--- config.mk ---
export PLATFORM = sky130hd
export DESIGN_NAME = mouse_button_event_queue
export DESIGN_NICKNAME = d
export VERILOG_FILES = /design/src/hw/rtl/mbeq_pkg.sv /design/src/hw/rtl/mbeq_ctrl.sv /design/src/hw/rtl/mbeq_dp.sv /design/src/hw/rtl/mouse_button_event_queue.sv
export VERILOG_INCLUDE_DIRS = /design/src /design/src/hw/rtl
export SDC_FILE = /design/constraint.sdc
export NUM_CORES = 1
export LEC_CHECK = 0
export BUFFER_PORTS_ARGS = -buffer_cell sky130_fd_sc_hd__buf_2
export CORE_ASPECT_RATIO = 0.7
export CORE_MARGIN = 1.5
export CORE_UTILIZATION = 55
export CTS_CLUSTER_SIZE = 16
export DETAILED_ROUTE_END_ITERATION = 8
export GPL_TIMING_DRIVEN = 0
export PLACE_DENSITY = 0.71
export SLEW_MARGIN = 25
export SYNTH_ARGS = -nofsm -noshare
export SYNTH_HDL_FRONTEND = slang
export SYNTH_SLANG_ARGS = --single-unit
--- constraint.sdc ---
create_clock -name clk -period 3.09 [get_ports clk]
set_clock_uncertainty 0.05 [all_clocks]
set_input_delay 0.309 -clock clk [delete_from_list [all_inputs] [get_ports clk]]
set_output_delay 0.309 -clock clk [all_outputs]
set_load 0.05 [all_outputs]
--- src/hw/rtl/assert_macros.svh ---
// ----------------------------------------------------------------------------
// assert_macros.svh
// Assertion macros shared by the queue RTL modules
// ----------------------------------------------------------------------------
`ifndef ASSERT_MACROS_SVH
`define ASSERT_MACROS_SVH

// implication or plain property, checked at every rising edge out of reset
`define ASSERT_PROP(label, clk, rst_n, prop, msg) \
	label: assert property (@(posedge clk) disable iff (!rst_n) (prop)) \
		else $error(msg);

// condition that must never be true out of reset
`define ASSERT_NEVER(label, clk, rst_n, cond, msg) \
	label: assert property (@(posedge clk) disable iff (!rst_n) !(cond)) \
		else $error(msg);

`endif

--- src/hw/rtl/mbeq_pkg.sv ---
// ----------------------------------------------------------------------------
// mbeq_pkg
// Shared opcodes, constants and controller command type for the mouse
// button event queue
// ----------------------------------------------------------------------------
package mbeq_pkg;

	// operation codes carried by each word
	localparam logic [1:0] OP_PACKET = 2'd0;
	localparam logic [1:0] OP_POLL   = 2'd1;
	localparam logic [1:0] OP_OPEN   = 2'd2;
	localparam logic [1:0] OP_CLOSE  = 2'd3;

	// header bits 7..3 of a valid mouse packet
	localparam logic [4:0] HDR_TAG = 5'b00001;

	// default ring size, one slot always left empty
	localparam int DEFAULT_QUEUE_DEPTH = 16;

	// commands from controller to datapath
	typedef struct packed {
		logic load;     // capture the incoming word
		logic exec;     // apply the operation to queue state
		logic respond;  // present the result for one cycle
	} ctrl_cmd_t;

endpackage

--- src/hw/rtl/mbeq_ctrl.sv ---
// ----------------------------------------------------------------------------
// mbeq_ctrl
// Sequencer for the event queue: capture, execute, respond
// ----------------------------------------------------------------------------
`include "assert_macros.svh"

module mbeq_ctrl (
	input  logic               clk,
	input  logic               arst_n,
	input  logic               start,
	output logic               busy,
	output mbeq_pkg::ctrl_cmd_t cmd
);

	localparam logic [1:0] ST_IDLE = 2'd0;
	localparam logic [1:0] ST_EXEC = 2'd1;
	localparam logic [1:0] ST_RESP = 2'd2;

	logic [1:0] state_q;
	logic [1:0] state_d;
	logic       take;

	// a new word may enter while the previous result is being shown
	assign busy = (state_q == ST_EXEC);
	assign take = start && !busy;

	// next state
	always_comb begin
		state_d = state_q;
		case (state_q)
			ST_IDLE: begin
				if (take) state_d = ST_EXEC;
			end
			ST_EXEC: begin
				state_d = ST_RESP;
			end
			ST_RESP: begin
				state_d = take ? ST_EXEC : ST_IDLE;
			end
			default: begin
				state_d = ST_IDLE;
			end
		endcase
	end

	// state register
	always_ff @(posedge clk or negedge arst_n) begin
		if (!arst_n) begin
			state_q <= ST_IDLE;
		end else begin
			state_q <= state_d;
		end
	end

	// commands to the datapath
	assign cmd.load    = take;
	assign cmd.exec    = (state_q == ST_EXEC);
	assign cmd.respond = (state_q == ST_RESP);

	`ASSERT_PROP(a_take_then_exec, clk, arst_n, take |=> cmd.exec,
		"accepted word not executed next cycle")
	`ASSERT_PROP(a_exec_then_resp, clk, arst_n, cmd.exec |=> cmd.respond,
		"execute not followed by response")
	`ASSERT_PROP(a_resp_after_exec, clk, arst_n, cmd.respond |-> $past(cmd.exec),
		"response without preceding execute")
	`ASSERT_NEVER(a_load_during_exec, clk, arst_n, cmd.load && cmd.exec,
		"word captured while executing")

endmodule

--- src/hw/rtl/mbeq_dp.sv ---
// ----------------------------------------------------------------------------
// mbeq_dp
// Queue datapath: pointers, open flag, button state, event store, result
// ----------------------------------------------------------------------------
`include "assert_macros.svh"

module mbeq_dp #(
	parameter int QUEUE_DEPTH = mbeq_pkg::DEFAULT_QUEUE_DEPTH
) (
	input  logic                clk,
	input  logic                arst_n,
	input  mbeq_pkg::ctrl_cmd_t cmd,
	input  logic [1:0]          opcode,
	input  logic [7:0]          header_byte,
	output logic                done,
	output logic                ok,
	output logic                event_kind,
	output logic [2:0]          event_buttons
);

	localparam int PTR_W = $clog2(QUEUE_DEPTH);
	localparam logic [PTR_W-1:0] PTR_LAST = PTR_W'(QUEUE_DEPTH - 1);

	// captured word
	logic [1:0]       op_q;
	logic [7:0]       hdr_q;

	// queue state
	logic             open_q;
	logic [PTR_W-1:0] rd_ptr_q;
	logic [PTR_W-1:0] wr_ptr_q;
	logic [2:0]       last_btn_q;
	logic [3:0]       store_q [QUEUE_DEPTH];

	// result
	logic             ok_q;
	logic             hit_q;
	logic [3:0]       rd_data_q;

	// next-state values
	logic [PTR_W-1:0] rd_next;
	logic [PTR_W-1:0] wr_next;
	logic             empty;
	logic             full;
	logic             tag_ok;
	logic [2:0]       new_btn;
	logic             is_release;
	logic [3:0]       entry;
	logic             do_open;
	logic             do_close;
	logic             do_pop;
	logic             do_push;

	// capture the word at accept
	always_ff @(posedge clk) begin
		if (cmd.load) begin
			op_q  <= opcode;
			hdr_q <= header_byte;
		end
	end

	// ring arithmetic and packet decode
	always_comb begin
		rd_next    = (rd_ptr_q == PTR_LAST) ? '0 : rd_ptr_q + 1'b1;
		wr_next    = (wr_ptr_q == PTR_LAST) ? '0 : wr_ptr_q + 1'b1;
		empty      = (rd_ptr_q == wr_ptr_q);
		full       = (wr_next == rd_ptr_q);
		tag_ok     = (hdr_q[7:3] == mbeq_pkg::HDR_TAG);
		new_btn    = hdr_q[2:0];
		is_release = (new_btn < last_btn_q);
		entry      = is_release ? {1'b1, 3'(last_btn_q - new_btn)}
		                        : {1'b0, 3'(new_btn - last_btn_q)};
		do_open    = 1'b0;
		do_close   = 1'b0;
		do_pop     = 1'b0;
		do_push    = 1'b0;
		if (cmd.exec) begin
			case (op_q)
				mbeq_pkg::OP_OPEN: begin
					do_open = !open_q;
				end
				mbeq_pkg::OP_CLOSE: begin
					do_close = 1'b1;
				end
				mbeq_pkg::OP_POLL: begin
					do_pop = open_q && !empty;
				end
				mbeq_pkg::OP_PACKET: begin
					do_push = open_q && !full && tag_ok;
				end
				default: begin
					do_close = 1'b0;
				end
			endcase
		end
	end

	// queue control state
	always_ff @(posedge clk or negedge arst_n) begin
		if (!arst_n) begin
			open_q     <= 1'b0;
			rd_ptr_q   <= '0;
			wr_ptr_q   <= '0;
			last_btn_q <= '0;
			ok_q       <= 1'b0;
			hit_q      <= 1'b0;
		end else begin
			if (do_open) begin
				open_q   <= 1'b1;
				rd_ptr_q <= '0;
				wr_ptr_q <= '0;
			end
			if (do_close) open_q <= 1'b0;
			if (do_pop) rd_ptr_q <= rd_next;
			if (do_push) begin
				wr_ptr_q   <= wr_next;
				last_btn_q <= new_btn;
			end
			if (cmd.exec) begin
				ok_q  <= do_open || do_pop || do_push;
				hit_q <= do_pop;
			end
		end
	end

	// event store, registered read at the read pointer
	always_ff @(posedge clk) begin
		if (do_push) store_q[wr_ptr_q] <= entry;
		if (cmd.exec) rd_data_q <= store_q[rd_ptr_q];
	end

	// result word, event fields zero unless an event was popped
	assign done          = cmd.respond;
	assign ok            = ok_q;
	assign event_kind    = hit_q && rd_data_q[3];
	assign event_buttons = hit_q ? rd_data_q[2:0] : 3'b000;

	`ASSERT_PROP(a_rd_in_range, clk, arst_n, rd_ptr_q <= PTR_LAST,
		"read pointer beyond ring")
	`ASSERT_PROP(a_wr_in_range, clk, arst_n, wr_ptr_q <= PTR_LAST,
		"write pointer beyond ring")
	`ASSERT_PROP(a_close_clears, clk, arst_n, do_close |=> !open_q,
		"close did not clear open flag")
	`ASSERT_PROP(a_hit_is_ok, clk, arst_n, hit_q |-> ok_q,
		"popped event without ok")

endmodule

--- src/hw/rtl/mouse_button_event_queue.sv ---
// ----------------------------------------------------------------------------
// mouse_button_event_queue
// Ring queue of mouse button press and release events with open, close,
// packet and poll operations
// ----------------------------------------------------------------------------
// result strobe done is raised in the respond state, which follows the execute state
// the execute state does the registered read of the event store; a new word can be
//   accepted while the previous result is shown, and busy is high only during execute
// reset: arst_n clears the open flag, both pointers, button state and control;
//   the event store is not cleared and needs no clearing pass
// results cannot be held off: each is on the ports for exactly one cycle

module mouse_button_event_queue #(
	parameter int QUEUE_DEPTH = mbeq_pkg::DEFAULT_QUEUE_DEPTH
) (
	input  logic       clk,
	input  logic       arst_n,
	input  logic       start,
	output logic       busy,
	input  logic [1:0] opcode,
	input  logic [7:0] header_byte,
	output logic       done,
	output logic       ok,
	output logic       event_kind,
	output logic [2:0] event_buttons
);

	mbeq_pkg::ctrl_cmd_t cmd;

	// sequencer
	mbeq_ctrl u_ctrl (
		.clk    (clk),
		.arst_n (arst_n),
		.start  (start),
		.busy   (busy),
		.cmd    (cmd)
	);

	// queue state and result
	mbeq_dp #(
		.QUEUE_DEPTH (QUEUE_DEPTH)
	) u_dp (
		.clk           (clk),
		.arst_n        (arst_n),
		.cmd           (cmd),
		.opcode        (opcode),
		.header_byte   (header_byte),
		.done          (done),
		.ok            (ok),
		.event_kind    (event_kind),
		.event_buttons (event_buttons)
	);

endmodule

==> out/results.ini <==
[status]
status = completed

[route]
drc_errors = 0
num_vias = 2204
drt_pass1_iterations = 4
routed_wl_microns = 7770
drtAntennaViolNets = 0
wl_per_cell_microns = 20.6
vias_per_cell = 5.83
first_iter_violations = 108

[critical_path]
crit_required_ns = 3.15
endpoint_kind = flip-flop
worst-path-max-fanout = 10
slowest_stage = buf_1
startpoint = u_dp.rd_ptr_q[1]
crit_chain = buf_2 > buf_1 > mux4_2 > mux4_2
arrival_ns = 2.64
start_kind = flip-flop
critPathMaxStageDelay_ns = 0.57
cp_common_cell = mux4_2
reg2reg_depth = 4
critical_path_class = flip-flop to flip-flop
critical_path.reg2reg.startpoint = u_dp.rd_ptr_q[1]

[yosys]
synth_area_sq_mm = 0.00415
ys.flop_type = edfxtp_1
avgSynthCellArea_sq_um = 17.0
synth_fp_nets = 268
yosys_warnings = 0
ys_seq_elements = 94
synth.distinct_cells = 48
synth_edf_count = 78
ys_seq_area_share_pct = 66.1
ys_async_sr_fraction_pct = 17.0
synthCells = 244

[final_layout]
post-route-util_pct = 62.4
finalNonFillerCells = 378
layout_common_cells = edfxtp_1 (78), buf_2 (24), mux4_2 (20)
design_area_sq_mm = 0.00455
multi_input_area_sq_mm = 0.00129
nFillCells = 567
area_growth_pct = 9.75
final_common_cell = edfxtp_1
regArea_sq_mm = 0.00274
antenna_cells = 0
drive_above_1_share_pct = 28.2
final_nets = 299

[timing]
period_share_pct = 83.7
fmax_mhz = 387
relSlewSlack_pct = 49.6
final-hold-violation-count = 0
fin_tns_setup_ns = 0
finalMaxSlewViolations = 0
setup_viol = 0
timing.final.crit_period_ns = 2.59
tightest_slew_ns = 0.741
rsz0062_at_grt = no

[placement]
portBuffers = 19
dp.cells = 361
place_area_sq_mm = 0.00437
dp_hpwl_microns = 5550
gp_congestion = 0.848

[worst_hold_path]
hold_path_depth = 1
min-delay-start = header_byte[5]
worstHoldPathType = primary input to flip-flop

[die]
die_h_microns = 75.6
core-area_sq_mm = 0.00729
io_pins = 20
die_x_microns = 107
start_util_pct = 56.9
placementRows = 26
dieArea_sq_mm = 0.00808

[global_routing]
grt_overflow_total = 0
grt_antenna_before_repair = 0
grt_pass1_vias = 2185
grt_max_degree = 17
gr-usage-all-layers_pct = 21.1
grt_pass1_wl_microns = 11800

[clocking]
cts_resized = 0
clk_path_buf_depth = 2
numCtsBuffers = 9
cts_tree = built
clk_pin_slew_ns = 0.09
clock_latency_ns = 0.37
post-cts-setup-buffers = 0
ctsRootBufferMaster = clkbuf_8
h-tree-depth = 3
cts.sinks = 94

[pwr]
p_leak_nw = 1.71
p_total_mw = 2.24
cellPowerDensity_mw_per_mm2 = 492
ir_worst_vdd_v = 0.000271

[job]
max_cap_violations = 0

-- synthesized netlist by cell type, types with 2 or more instances --
master     n  area [sq um]
o21bai_1   2          15.0
mux4_2    20           450
nand3b_1   2          15.0
buf_6      3          33.8
xor2_1     2          17.5
o21ai_0    5          25.0
and2_1     5          31.3
mux2i_1    4          40.0
edfxtp_1  78          2340
and3_1    12          75.1
a31oi_1    3          18.8
nand2_1    6          22.5
inv_1     14          52.6
o221ai_1   2          17.5
a21o_1     4          30.0
nor2_1     5          18.8
nand3_1    4          20.0
clkbuf_2   2          10.0
nor3b_1    2          15.0
fa_1       2          40.0
and3_2     5          37.5
buf_2      5          25.0
xnor2_1    5          43.8
nand2b_1   2          12.5
nor3_1     2          10.0
ha_1       9           113
nor2b_1    3          18.8
dfrtp_1   16           400
-- worst paths after layout --
| kind | slack (ns) | end |
|---|---|---|
| max | 0.50 | u_dp.rd_data_q[0] |
| min | 0.07 | u_dp.hdr_q[5] |
| max reg2reg | 0.50 | u_dp.rd_data_q[0] |
| min reg2reg | 0.45 | u_ctrl.state_q[0] |
| max in group asynchronous | 2.36 | u_dp.wr_ptr_q[0] |
| min in group asynchronous | 0.34 | u_dp.rd_ptr_q[3] |
-- flip-flops by register name, summed over array words and instances (netlist names) --
register         flops
u_dp.store_q        64
u_dp.hdr_q           8
u_dp.rd_data_q       4
u_dp.rd_ptr_q        4
u_dp.wr_ptr_q        4
u_dp.last_btn_q      3
u_ctrl.state_q       2
u_dp.op_q            2
u_dp.hit_q           1
u_dp.ok              1
u_dp.open_q          1
-- routing by layer --
layer,vias to the layer above,global-route usage [%],wire length (microns)
met4,0,6.07,94
met3,12,5.65,431
met2,57,32.5,3610
met1,1139,30.5,3640
li1,996,-,-
met5,-,0,0
-- critical path: cells and delay by family (launching register included) --
kind | cells | cell delay, ns
multiplexers | 2 | 0.95
buffers and inverters | 2 | 0.89
flip-flops | 1 | 0.43
-- cells by family after synthesis --
kind of cell / Yosys count / share of synthesized area (%)
buffers and inverters: 25 / 3.02
adder cells (fa/ha/maj): 11 / 3.68
AO/OA/AOI/OAI: 24 / 4.59
multiplexers: 25 / 12.1
AND/OR/NAND/NOR: 56 / 8.03
XOR/XNOR: 9 / 2.44
flip-flops: 94 / 66.1
-- cell type report --
type                            count  share of cell area, %
Sequential cell                    94                   60.3
Multi-Input combinational cell    125                   28.3
Clock buffer                       10                   2.80
Tap cell                           98                   2.69
Timing Repair Buffer               20                   2.31
Buffer                             11                   1.59
Inverter                           14                   1.15
Clock inverter                      6                  0.825
-- stage by stage --
step           hold slack, ns  setup WS (ns)
5_1_grt                0.0520          0.441
6_report               0.0686          0.505
3_3_place_gp            0.208          0.491
2_1_floorplan         -0.0366          0.859
4_1_cts                0.0607          0.283
3_5_place_dp            0.205          0.307
-- power breakdown --
group / switching (mW) / internal (mW) / leakage, nW / total [mW]
logic: 0.0785 / 0.0351 / 0.703 / 0.114
registers: 0.0125 / 1.40 / 0.929 / 1.42
clock network: 0.417 / 0.290 / 0.0801 / 0.707
total: 0.509 / 1.73 / 1.71 / 2.24
-- repair_timing --
item | CTS | global route
hold endpoints to repair | 16 | 0
hold buffers | 1 | 0
setup endpoints to repair | 0 | 0
Power figures use the tool's default switching activity.
